===== src/hw/rtl/tlfm_pkg.sv =====
// ----------------------------------------------------------------------------
// tlfm_pkg
// Types, codes and helpers shared by the tile light map modules.
// ----------------------------------------------------------------------------
package tlfm_pkg;

    // fixed field widths
    localparam int COORD_W    = 8;
    localparam int WALK_W     = 18;
    localparam int CFG_IDX_W  = 1;
    localparam int CFG_DATA_W = 7;

    // register indexes
    localparam logic [CFG_IDX_W-1:0] CFG_GRID_WIDTH = 1'd0;
    localparam logic [CFG_IDX_W-1:0] CFG_GRID_DEPTH = 1'd1;

    typedef enum logic [1:0] {
        OP_ADD    = 2'd0,
        OP_REMOVE = 2'd1,
        OP_QUERY  = 2'd2,
        OP_NONE   = 2'd3
    } t_opcode;

    typedef enum logic [1:0] {
        ST_OK      = 2'd0,
        ST_FULL    = 2'd1,
        ST_UNKNOWN = 2'd2,
        ST_OFFGRID = 2'd3
    } t_status;

    typedef enum logic [1:0] {
        RES_PLAIN = 2'd0,
        RES_ADD   = 2'd1,
        RES_QUERY = 2'd2
    } t_res_sel;

    typedef enum logic [1:0] {
        DIR_RIGHT = 2'd0,
        DIR_DOWN  = 2'd1,
        DIR_LEFT  = 2'd2,
        DIR_UP    = 2'd3
    } t_dir;

    typedef struct packed {
        logic [1:0]  opcode;
        logic [13:0] pos_x;
        logic [13:0] pos_y;
        logic [15:0] brightness;
        logic [15:0] falloff;
        logic [7:0]  hue_red;
        logic [7:0]  hue_green;
        logic [7:0]  hue_blue;
        logic [15:0] light_id;
    } t_in_item;

    typedef struct packed {
        logic [15:0] new_id;
        logic [1:0]  status;
        logic [7:0]  level;
        logic [7:0]  out_red;
        logic [7:0]  out_green;
        logic [7:0]  out_blue;
    } t_out_item;

    typedef struct packed {
        logic [COORD_W-1:0]       x;
        logic [COORD_W-1:0]       y;
        logic signed [WALK_W-1:0] b;
        logic signed [WALK_W-1:0] f;
    } t_walk_item;

    typedef struct packed {
        logic [15:0] id;
        logic [13:0] px;
        logic [13:0] py;
        logic [15:0] b;
        logic [15:0] f;
        logic [23:0] hue;
    } t_light_entry;

    // controller to datapath
    typedef struct packed {
        logic     cap_in;
        logic     clr_rst;
        logic     clr_inc;
        logic     clr_cells;
        logic     clr_visit;
        logic     slot_rst;
        logic     slot_inc;
        logic     tbl_wr;
        logic     tbl_rd;
        logic     valid_set;
        logic     valid_clr;
        logic     ld_src_in;
        logic     ld_src_tbl;
        logic     dir_rst;
        logic     dir_step;
        logic     walk_init;
        logic     q_rd;
        logic     item_ld;
        logic     deposit;
        logic     nb_rst;
        logic     nb_rd;
        logic     nb_push;
        logic     nb_inc;
        logic     head_inc;
        logic     qry_rd;
        logic     qry_mul;
        logic     res_ld;
        t_res_sel res_sel;
        t_status  res_status;
    } t_cmd;

    // datapath to controller
    typedef struct packed {
        logic [1:0] op;
        logic       origin_on;
        logic       place_on;
        logic       clr_last;
        logic       slot_last;
        logic       slot_free;
        logic       id_match;
        logic       dir_last;
        logic       spread;
        logic       nb_last;
        logic       nb_free;
        logic       walk_last;
        logic       out_busy;
    } t_stat;

    // floor(p / 255) for p below 65280
    function automatic logic [7:0] div255(input logic [15:0] p);
        logic [16:0] s;
        s = 17'(p) + 17'(p[15:8]) + 17'd1;
        return s[15:8];
    endfunction

endpackage


===== src/hw/rtl/tlfm_ctrl.sv =====
// ----------------------------------------------------------------------------
// tlfm_ctrl
// Sequencer for the tile light map: decode, slot scan, flood walk, query.
// ----------------------------------------------------------------------------
module tlfm_ctrl (
    input  logic           i_clk,
    input  logic           i_rst_n,
    input  logic           i_in_valid,
    output logic           o_in_ready,
    input  tlfm_pkg::t_stat i_stat,
    output tlfm_pkg::t_cmd  o_cmd
);
    import tlfm_pkg::*;

    typedef enum logic [4:0] {
        S_CLR, S_IDLE, S_DEC, S_ADD_SCAN, S_ADD_WR, S_RM_RD, S_RM_CMP,
        S_DIR, S_VCLR, S_WINIT, S_WQRD, S_WCRD, S_WDEP, S_NRD, S_NCHK,
        S_WNEXT, S_QRY_RD, S_QRY_MUL, S_RES
    } t_state;

    t_state  r_state, n_state;
    t_status r_status, n_status;
    t_cmd    cmd;

    // next state and commands
    always_comb begin
        n_state  = r_state;
        n_status = r_status;
        cmd      = '0;
        cmd.res_status = r_status;
        cmd.res_sel    = RES_PLAIN;
        case (r_state)
            S_CLR: begin
                cmd.clr_cells = 1'b1;
                cmd.clr_inc   = 1'b1;
                if (i_stat.clr_last) n_state = S_IDLE;
            end
            S_IDLE: begin
                if (i_in_valid) begin
                    cmd.cap_in = 1'b1;
                    n_state    = S_DEC;
                end
            end
            S_DEC: begin
                n_status = ST_OK;
                case (i_stat.op)
                    OP_ADD: begin
                        if (!i_stat.origin_on) begin
                            n_status = ST_OFFGRID;
                            n_state  = S_RES;
                        end else begin
                            cmd.slot_rst = 1'b1;
                            n_state      = S_ADD_SCAN;
                        end
                    end
                    OP_REMOVE: begin
                        cmd.slot_rst = 1'b1;
                        n_state      = S_RM_RD;
                    end
                    OP_QUERY: begin
                        if (!i_stat.origin_on) begin
                            n_status = ST_OFFGRID;
                            n_state  = S_RES;
                        end else begin
                            n_state = S_QRY_RD;
                        end
                    end
                    default: n_state = S_RES;
                endcase
            end
            S_ADD_SCAN: begin
                if (i_stat.slot_free) begin
                    n_state = S_ADD_WR;
                end else if (i_stat.slot_last) begin
                    n_status = ST_FULL;
                    n_state  = S_RES;
                end else begin
                    cmd.slot_inc = 1'b1;
                end
            end
            S_ADD_WR: begin
                cmd.tbl_wr    = 1'b1;
                cmd.valid_set = 1'b1;
                cmd.ld_src_in = 1'b1;
                cmd.dir_rst   = 1'b1;
                n_state       = S_DIR;
            end
            S_RM_RD: begin
                cmd.tbl_rd = 1'b1;
                n_state    = S_RM_CMP;
            end
            S_RM_CMP: begin
                if (i_stat.id_match) begin
                    cmd.ld_src_tbl = 1'b1;
                    cmd.valid_clr  = 1'b1;
                    cmd.dir_rst    = 1'b1;
                    n_state        = i_stat.place_on ? S_DIR : S_RES;
                end else if (i_stat.slot_last) begin
                    n_status = ST_UNKNOWN;
                    n_state  = S_RES;
                end else begin
                    cmd.slot_inc = 1'b1;
                    n_state      = S_RM_RD;
                end
            end
            // directional falloffs, one multiply a cycle
            S_DIR: begin
                cmd.dir_step = 1'b1;
                cmd.clr_rst  = 1'b1;
                if (i_stat.dir_last) n_state = S_VCLR;
            end
            S_VCLR: begin
                cmd.clr_visit = 1'b1;
                cmd.clr_inc   = 1'b1;
                if (i_stat.clr_last) n_state = S_WINIT;
            end
            S_WINIT: begin
                cmd.walk_init = 1'b1;
                n_state       = S_WQRD;
            end
            S_WQRD: begin
                cmd.q_rd = 1'b1;
                n_state  = S_WCRD;
            end
            S_WCRD: begin
                cmd.item_ld = 1'b1;
                n_state     = S_WDEP;
            end
            S_WDEP: begin
                cmd.deposit = 1'b1;
                cmd.nb_rst  = 1'b1;
                n_state     = i_stat.spread ? S_NRD : S_WNEXT;
            end
            S_NRD: begin
                cmd.nb_rd = 1'b1;
                n_state   = S_NCHK;
            end
            S_NCHK: begin
                cmd.nb_push = i_stat.nb_free;
                cmd.nb_inc  = 1'b1;
                n_state     = i_stat.nb_last ? S_WNEXT : S_NRD;
            end
            S_WNEXT: begin
                cmd.head_inc = 1'b1;
                n_state      = i_stat.walk_last ? S_RES : S_WQRD;
            end
            S_QRY_RD: begin
                cmd.qry_rd = 1'b1;
                n_state    = S_QRY_MUL;
            end
            S_QRY_MUL: begin
                cmd.qry_mul = 1'b1;
                n_state     = S_RES;
            end
            S_RES: begin
                if (r_status == ST_OK && i_stat.op == OP_ADD) begin
                    cmd.res_sel = RES_ADD;
                end else if (r_status == ST_OK && i_stat.op == OP_QUERY) begin
                    cmd.res_sel = RES_QUERY;
                end
                if (!i_stat.out_busy) begin
                    cmd.res_ld = 1'b1;
                    n_state    = S_IDLE;
                end
            end
            default: n_state = S_IDLE;
        endcase
    end

    // state and registered status code
    always_ff @(posedge i_clk) begin
        if (!i_rst_n) begin
            r_state  <= S_CLR;
            r_status <= ST_OK;
        end else begin
            r_state  <= n_state;
            r_status <= n_status;
        end
    end

    assign o_cmd      = cmd;
    assign o_in_ready = (r_state == S_IDLE);

endmodule


===== config.mk =====
export PLATFORM = sky130hd
export DESIGN_NAME = tlfm_ctrl
export DESIGN_NICKNAME = d
export VERILOG_FILES = /design/src/hw/rtl/tlfm_pkg.sv /design/src/hw/rtl/tlfm_ctrl.sv
export SDC_FILE = /design/constraint.sdc
export NUM_CORES = 1
export LEC_CHECK = 0
export BUFFER_PORTS_ARGS = -buffer_cell sky130_fd_sc_hd__buf_2
export CORE_MARGIN = 8
export CORE_UTILIZATION = 44
export DETAILED_ROUTE_END_ITERATION = 10
export HOLD_SLACK_MARGIN = 0.03
export PLACE_DENSITY = 0.8
export SYNTH_ARGS = -nofsm -noshare
export SYNTH_HDL_FRONTEND = slang
export SYNTH_SLANG_ARGS = --single-unit

===== constraint.sdc =====
create_clock -name i_clk -period 1.9 [get_ports i_clk]
set_clock_uncertainty 0.2 [all_clocks]
set_input_delay 0.19 -clock i_clk [delete_from_list [all_inputs] [get_ports i_clk]]
set_output_delay 0.19 -clock i_clk [all_outputs]
set_load 0.01 [all_outputs]

==> results of run 1 <==
-- per-stage QoR --
step                      cell area, sq um  util [%]  hold WS, ns
after floorplan                        871         -        0.118
after global placement                1210      63.2        0.289
after detailed placement              1210      63.2        0.283
after CTS                             1330      68.9       0.0341
after global routing                  1470      76.6       0.0624
final                                 1470      76.6       0.0273
-- path summary, 6_finish.rpt --
check | endpoint | slack (ns) | cells after the start
hold reg to reg | r_state[1] | 0.36 | 2
hold / removal | r_state[4] | 0.03 | 3
setup / recovery | o_cmd[24] | -0.14 | 5
setup reg to reg | r_state[1] | -0.01 | 7
-- cell type report --
cell class	count	area, sq um	share of cell area, %
Inverter	6	26.3	1.79
Multi-Input combinational cell	104	761	51.7
Tap cell	27	33.8	2.30
Sequential cell	7	156	10.6
Clock buffer	4	26.3	1.79
Timing Repair Buffer	76	468	31.8
-- flip-flops by register name, summed over array words and instances, names as in the netlist --
signal / cells
r_state: 5
r_status: 2
-- kinds of logic (layout without fill, tap and decap cells) --
| logic type | count (synthesis) | count (layout) | share of synthesized area, % |
|---|---|---|---|
| simple gates | 68 | 68 | 42.8 |
| compound gates | 34 | 34 | 27.0 |
| buf+inv | 19 | 86 | 11.9 |
| flops | 7 | 7 | 16.1 |
| xor+xnor | 1 | 1 | 1.01 |
| mux | 1 | 1 | 1.15 |
-- power by group --
part	switching, mW	internal (mW)	leakage, nW
clock	0.0596	0.0804	0.0150
sequential	0.0856	0.201	0.0604
combinational	0.595	0.501	0.658
-- cell usage in the layout (no fill, tap or decap), types with 2 or more instances in the layout --
master	n
nand2_1	4
nor2_2	2
dfxtp_4	4
or3_4	3
inv_1	4
nor3_4	3
a221oi_1	2
buf_6	2
o21ai_0	3
nor3_1	3
a31oi_1	3
nor4_1	2
dfxtp_1	2
nand2b_1	4
or2_2	2
buf_4	24
nor3_2	2
nand4_1	3
nor4_4	2
o22ai_1	4
a21oi_1	6
clkbuf_4	3
o21ai_1	3
and2_1	3
nor2_1	18
buf_2	48
-- worst max-delay path: cells and delay by family, from the launching register on --
family / cells / cell delay, ns
compound gates: 1 / 0.15
simple gates: 3 / 0.73
flops: 1 / 0.38
buf+inv: 1 / 0.13
-- repair_timing --
action	4_1_cts	5_1_grt
resized for setup	17	30
endpoints found under the hold margin	1	0
setup buffers	2	5
hold buffers	1	0
endpoints found under the setup margin	24	24
gates cloned	0	0
pin swaps	4	8
-- routing by layer --
| layer | vias to the layer above | track usage [%] | share of wire (%) |
|---|---|---|---|
| met5 | - | 0 | 0 |
| met4 | 0 | 4.65 | 2.8 |
| met3 | 15 | 6.14 | 8.2 |
| met2 | 67 | 37.2 | 52 |
| met1 | 615 | 20.8 | 37 |
| li1 | 601 | - | - |
==> impl_metrics.csv, run 1 <==
group,metric,value,unit
sta,worst_pin_slew,0.343,ns
synthesis,synth_top_cell_by_area,"dfxtp_1",
die,rows,16,
synthesis,synth_ff_type,"dfxtp_1",
cells_and_area,layout.cells.non_filler,224,
die,die-area,3660,sq um
sta,slew-limit-headroom,76.9,%
synthesis,yosysMostFrequentCell,"nor2_1",
global_route,grt_antenna_before_repair,0,
sta,setup_tns,-0.511,ns
run_status,violations,"negative setup slack",
power_and_ir_drop,peakVddDrop,0.000778,V
power_and_ir_drop,p_per_area,1030,nW/um^2
setup_path,crit_slowest_cell,"or3b_4",
global_route,grt_pass1_vias,1243,
cells_and_area,antenna_cells,0,
synthesis,synth_top_area_share,16.1,%
synthesis,syn_nets,147,
drt,drtIter0Drc,87,
drt,routed_wl,3850,um
synthesis,yosysSeqAreaShare,16.1,%
synthesis,yosysWarnings,0,
drt,first_pass_iters,4,
sta,worst_slack,-0.140,ns
die,chipHeight,60.5,um
power_and_ir_drop,leakagePower,0.733,nW
place,place_hpwl,2760,um
synthesis,syn_area,871,sq um
clock_network,cts_tree,"built",
drt,via_per_inst,5.79,
clock_network,cts.path.max_buffers,2,
sta,finalCriticalPeriod,2.04,ns
synthesis,synth_cells,130,
cells_and_area,fillers,154,
sta,grt_setup_unrepaired,"yes",
clock_network,numCtsBuffers,3,
place,dp.cells,212,
setup_path,cp_max_fo,6,
die,io-pin-count,49,
synthesis,synthDistinctLibCells,45,
clock_network,clk_pin_slew,0.06,ns
setup_path,worst_ep_required_time,1.51,ns
cells_and_area,nets,215,
die,core,1920,sq um
run_status,outcome,"complete, but fails checks",
sta,period_share,107,%
global_route,grtUsageTotal,19.8,%
clock_network,clk_latency,0.26,ns
synthesis,synthArstFlopShare,0,%
sta,finalHoldViolCount,0,
setup_path,crit_path_max_incr_delay,0.40,ns
sta,finalSetupViolations,8,
run,cap_viol_max_count,0,
worst_hold_path,hold_path.class,"input pin to flip-flop",
setup_path,endpoint_kind,"output pin",
global_route,grt.overflow.total,0,
synthesis,synthTopCellsByArea,"dfxtp_1 16%, nor2_1 9.1%, buf_4 4.3%",
global_route,grt_pass1_wl,5610,um
setup_path,cp_cell_sequence,"or3b_4 -> or2_4 -> o22a_1 -> nor2_1 -> buf_2",
cells_and_area,area_delta_synth_final,69.0,%
setup_path,arrival,1.65,ns
synthesis,synth_edf_count,0,
drt,drc,0,
clock_network,cts_sinks,7,
drt,wl_per_cell,17.2,um
power_and_ir_drop,p_total,1.52,mW
drt,postRouteAntennaNets,0,
setup_path,path_class,"flip-flop to output pin",
synthesis,syn_avg_cell_area,6.70,sq um
drt,vias,1298,
place,gp_congestion,1.01,
cells_and_area,drive_gt1_share,58.4,%
global_route,grt_max_degree,12,
worst_hold_path,min_from,"i_stat[0]",
place,numPortBuffers,48,
place,pre_cts_ws,-0.00454,ns
setup_path,timing.rr.start,"r_state[4]",
setup_path,crit_path_start_kind,"flip-flop",
synthesis,synthTopCellsByCount,"21 x nor2_1, 7 x dfxtp_1",
sta,clock.fmax,490,MHz
sta,report.final.slew_viol_count,0,
die,die_w,60.5,um
setup_path,setup.worst_path.start,"r_state[2]",
synthesis,ys_ff_latch,7,
clock_network,root_buffer,"clkbuf_4",
die,start_util,45.3,%
clock_network,htree_levels,1,
(Power assumes the default switching activity.)
==> run 2: changes to the inputs <==
--- a/config.mk
+++ b/config.mk
@@ -14,3 +14,4 @@
 export SYNTH_ARGS = -nofsm -noshare
 export SYNTH_HDL_FRONTEND = slang
 export SYNTH_SLANG_ARGS = --single-unit
+export TNS_END_PERCENT = 50
==> run 2 against run 1 <==
Net effect: the flow still finishes with violations (negative setup slack); flip-flop and latch count did not move; sequential power is essentially flat; critical path depth is 1 higher; first-iteration DRC count shrank 31%; cell area fell by 1.1%; highest routed layer unchanged.
==> impl_metrics.csv, run 2 (same netlist as run 1, synthesis figures left out) <==
group,metric,value,unit
clock_network,numCtsBuffers,3,
cells_and_area,area_delta_synth_final,67.1,%
cells_and_area,final_common_cell,"buf_2",
global_route,grt.overflow.total,0,
clock_network,cts_sinks,7,
die,io-pin-count,49,
clock_network,cts.path.max_buffers,2,
setup_path,r2r_cells,7,
setup_path,timing.rr.start,"r_state[4]",
cells_and_area,largest_reg_flops,5,
cells_and_area,finalInstanceArea,1460,sq um
power_and_ir_drop,p_per_area,1030,nW/um^2
sta,slew-limit-headroom,75.8,%
sta,worst_slack,-0.141,ns
die,chipHeight,60.5,um
cells_and_area,layout.cells.non_filler,224,
place,dp.cells,212,
die,rows,16,
sta,finalCriticalPeriod,2.04,ns
power_and_ir_drop,peakVddDrop,0.000769,V
worst_hold_path,min_from,"i_stat[0]",
place,numPortBuffers,48,
cells_and_area,fillers,152,
die,die-area,3660,sq um
sta,whs,0.0339,ns
run_status,violations,"negative setup slack",
power_and_ir_drop,leakagePower,0.728,nW
sta,report.final.slew_viol_count,0,
global_route,grt_pass1_wl,5610,um
cells_and_area,register_area,156,sq um
sta,finalHoldViolCount,0,
drt,vias,1282,
run,cap_viol_max_count,0,
die,start_util,45.3,%
drt,drtIter0Drc,60,
run_status,outcome,"complete, but fails checks",
setup_path,cp_max_fo,6,
global_route,grt_max_degree,12,
worst_hold_path,hold_path.class,"input pin to flip-flop",
cells_and_area,multi_input_area,752,sq um
global_route,grtUsageTotal,19.8,%
die,die_w,60.5,um
sta,finalSetupViolations,7,
drt,drc,0,
worst_hold_path,holdPathStages,3,
setup_path,r2r_setup_slack,-0.01,ns
worst_hold_path,whs_endpoint,"r_state[4]",
drt,first_pass_iters,4,
drt,via_per_inst,5.72,
place,place_area,1210,sq um
drt,postRouteAntennaNets,0,
cells_and_area,antenna_cells,0,
global_route,grt_pass1_vias,1243,
sta,period_share,107,%
clock_network,clk_pin_slew,0.06,ns
sta,worst_pin_slew,0.363,ns
setup_path,r2r_end,"r_state[1]",
setup_path,crit_path_start_kind,"flip-flop",
cells_and_area,reg_top3,"r_state x5, r_status x2",
clock_network,root_buffer,"clkbuf_4",
sta,clock.fmax,490,MHz
drt,routed_wl,3740,um
cells_and_area,nets,215,
place,place_hpwl,2760,um
clock_network,cts_tree,"built",
global_route,grt_antenna_before_repair,0,
cells_and_area,final_cell_mix,"48 x buf_2, 25 x buf_4, 18 x nor2_1",
setup_path,path_class,"flip-flop to output pin",
setup_path,endpoint_kind,"output pin",
sta,grt_setup_unrepaired,"yes",
place,gp_congestion,1.01,
die,core,1920,sq um
sta,setup_tns,-0.488,ns
clock_network,clk_latency,0.26,ns
cells_and_area,drive_gt1_share,57.9,%
clock_network,htree_levels,1,
setup_path,arrival,1.65,ns
drt,wl_per_cell,16.7,um
cells_and_area,regMostFlops,"r_state",
setup_path,worst_ep_required_time,1.51,ns
run 2: area by class of cell:
class / count / area share (%)
sequential: 7 / 10.7
clock buffer: 4 / 1.81
tap: 27 / 2.32
inverter: 6 / 1.81
multi-input combinational: 104 / 51.7
timing repair buffer: 76 / 31.6
run 2: worst max-delay path, stage by stage, from the launching register on:
cell and delay (ns):
dfxtp_4 0.38, or3b_4 0.40, buf_6 0.15, nor2_2 0.10
and2_4 0.15, or2_2 0.09, buf_2 0.11
run 2: how the worst max path moves through the flow:
stage                from    endpoint  depth (start not counted)
2_1_floorplan  r_state[2]   o_cmd[24]                          6
3_3_place_gp   r_state[2]  r_state[0]                          6
3_5_place_dp   r_state[2]  r_state[1]                          6
4_1_cts        r_state[2]   o_cmd[24]                          5
5_1_grt        r_state[2]   o_cmd[24]                          5
6_report       r_state[2]   o_cmd[17]                          6
run 2: layer usage:
layer	up-vias	global-route usage (%)	routed length (um)
met3	6	6.14	359
met1	604	20.8	1340
met4	0	4.65	48
li1	603	-	-
met2	69	37.2	1990
met5	-	0	0
run 2: repair_timing:
action	CTS	global route
hold buffers	1	0
pin swaps	4	6
setup endpoints to repair	24	24
hold endpoints to repair	1	0
gates resized for setup	17	25
buffers inserted	2	5
run 2: power breakdown:
part | switching (mW) | internal [mW] | total, mW
clock network | 0.0568 | 0.0802 | 0.137
registers | 0.0873 | 0.201 | 0.289
logic | 0.582 | 0.495 | 1.08
total | 0.726 | 0.776 | 1.50
run 2: through the flow:
stage / total power [mW] / util (%) / setup WS, ns
floorplan: 0.799 / - / 0.0444
CTS: 1.39 / 68.9 / -0.137
global placement: 1.13 / 63.2 / 0.0657
detailed placement: 1.16 / 63.2 / -0.00454
finish: 1.50 / 75.7 / -0.141
global route: 1.59 / 75.7 / -0.187
==> run 3: changes to the inputs <==
--- a/config.mk
+++ b/config.mk
@@ -9,8 +9,10 @@
 export CORE_MARGIN = 8
 export CORE_UTILIZATION = 44
 export DETAILED_ROUTE_END_ITERATION = 10
+export GPL_TIMING_DRIVEN = 0
 export HOLD_SLACK_MARGIN = 0.03
 export PLACE_DENSITY = 0.8
+export RECOVER_POWER = 100
 export SYNTH_ARGS = -nofsm -noshare
 export SYNTH_HDL_FRONTEND = slang
 export SYNTH_SLANG_ARGS = --single-unit
==> constraint.sdc (replaced) <==
create_clock -name i_clk -period 1.9 [get_ports i_clk]
set_clock_uncertainty 0.2 [all_clocks]
set_input_delay 0.475 -clock i_clk [delete_from_list [all_inputs] [get_ports i_clk]]
set_output_delay 0.475 -clock i_clk [all_outputs]
set_load 0.01 [all_outputs]
==> run 3 against run 2 <==
Net effect: combinational power rose by 24%; power rose by 17%; global-route usage rose by 5.6 points; clock power rose by 9%; sequential share of layout area decreased by 2.2 points; via count grew 24%; fmax is 16% lower; the run still ends with negative setup slack left; hold slack better by 0.28 ns; die area stayed put.
==> impl_metrics.csv, run 3 (same netlist as run 1, synthesis figures left out) <==
group,metric,value,unit
setup_path,crit_slowest_cell,"dfxtp_1",
cells_and_area,area_delta_synth_final,101,%
setup_path,critPathTopFamily,"buffers and inverters",
sta,finalCriticalPeriod,2.44,ns
clock_network,htree_levels,1,
run_status,outcome,"complete, but fails checks",
die,rows,16,
sta,finalHoldViolCount,0,
sta,worst_pin_slew,0.531,ns
cells_and_area,final_cell_mix,"37 x buf_2, 23 x buf_4, 21 x buf_6",
die,core,1920,sq um
clock_network,cts_sinks,7,
sta,finalSetupViolations,36,
place,pre_cts_ws,-0.369,ns
global_route,grtUsageTotal,25.4,%
setup_path,crit_buf_inv,3,
sta,whs,0.310,ns
setup_path,arrival,1.76,ns
clock_network,cts.path.max_buffers,2,
run_status,violations,"negative setup slack",
clock_network,clk_pin_slew,0.06,ns
drt,wl_per_cell,23.8,um
drt,first_pass_iters,4,
die,io-pin-count,49,
power_and_ir_drop,p_per_area,1010,nW/um^2
setup_path,cp_max_fo,10,
place,place_hpwl,2490,um
cells_and_area,drive_gt1_share,67.0,%
setup_path,crit_path_start_kind,"flip-flop",
worst_hold_path,hold_path.class,"input pin to flip-flop",
run,cap_viol_max_count,0,
setup_path,worst_ep_required_time,1.22,ns
clock_network,cts_tree,"built",
cells_and_area,nets,227,
sta,period_share,128,%
sta,grt_setup_unrepaired,"yes",
drt,routed_wl,5610,um
setup_path,cp_cell_sequence,"clkbuf_4 -> clkbuf_4 -> nand3_1 -> o22a_1 -> nor2_2 -> buf_2",
cells_and_area,antenna_cells,0,
sta,report.final.slew_viol_count,0,
clock_network,clk_latency,0.26,ns
drt,drtIter0Drc,149,
drt,drc,0,
sta,clock.fmax,411,MHz
die,chipHeight,60.5,um
cells_and_area,finalInstanceArea,1750,sq um
place,place_area,1150,sq um
place,gp_congestion,0.998,
cells_and_area,reg_top3,"r_state x5, r_status x2",
drt,via_per_inst,6.75,
global_route,grt_antenna_before_repair,0,
power_and_ir_drop,peakVddDrop,0.000708,V
clock_network,root_buffer,"clkbuf_4",
setup_path,endpoint_kind,"output pin",
setup_path,crit_path_frequent_cell,"clkbuf_4",
power_and_ir_drop,leakagePower,0.785,nW
place,numPortBuffers,48,
global_route,grt_max_degree,11,
sta,slew-limit-headroom,64.3,%
die,start_util,45.3,%
global_route,grt_pass1_wl,7170,um
drt,postRouteAntennaNets,0,
setup_path,crit_path_max_incr_delay,0.36,ns
sta,worst_slack,-0.536,ns
die,die_w,60.5,um
cells_and_area,final_util,91.1,%
cells_and_area,regMostFlops,"r_state",
global_route,grt.overflow.total,0,
clock_network,numCtsBuffers,3,
global_route,grt_pass1_vias,1464,
cells_and_area,largest_reg_flops,5,
drt,vias,1594,
power_and_ir_drop,p_total,1.76,mW
setup_path,path_class,"flip-flop to output pin",
die,die-area,3660,sq um
cells_and_area,final_common_cell,"buf_2",
## run 3: cell types whose count changed in the layout (fill, tap and decap cells not counted), moves of 3 or more
cell	before	now
buf_6	2	21
buf_2	48	37
nor2_1	18	8
nor2_2	2	8
nor2_4	1	5
nand2_2	0	3
## run 3: worst paths after layout
path	startpoint	to	slack, ns	depth (start not counted)
worst max register to register	r_state[2]	r_state[1]	-0.33	10
worst min-delay path	i_rst_n	r_state[2]	0.31	2
worst max-delay path	r_state[1]	o_cmd[24]	-0.54	6
worst min register to register	r_status[1]	r_status[1]	0.41	2
## run 3: power breakdown
part,switching [mW],internal (mW),leakage [nW],total (mW)
Combinational,0.762,0.581,0.711,1.34
Clock,0.0689,0.0811,0.0150,0.150
Sequential,0.0762,0.194,0.0594,0.271
## run 3: final cells by class
class	count	area, sq um
buffer	11	134
fill	80	171
tap	27	33.8
multi-input combinational	104	836
timing repair buffer	77	542
sequential	7	150
inverter	6	28.8
clock buffer	4	26.3
## run 3: layer usage
layer	vias to the layer above	GRT usage (%)	part of all wire (%)
li1	630	-	-
met1	758	26.6	36
met2	156	46.5	47
met3	50	6.36	10
met4	0	11.3	6.8
met5	-	0	0
## run 3: timing repair
action,in CTS,in global routing
pin swaps,11,14
gates resized for setup,48,50
gates cloned,0,0
buffers inserted,20,10
endpoints found under the hold margin,0,0
hold buffers,0,0
setup endpoints to repair,34,37
## run 3: through the flow
stage	setup TNS (ns)	instances
2_1_floorplan	-0.876	130
3_3_place_gp	-3.90	205
6_report	-10.96	236
5_1_grt	-12.55	236
4_1_cts	-10.84	229
3_5_place_dp	-4.42	205
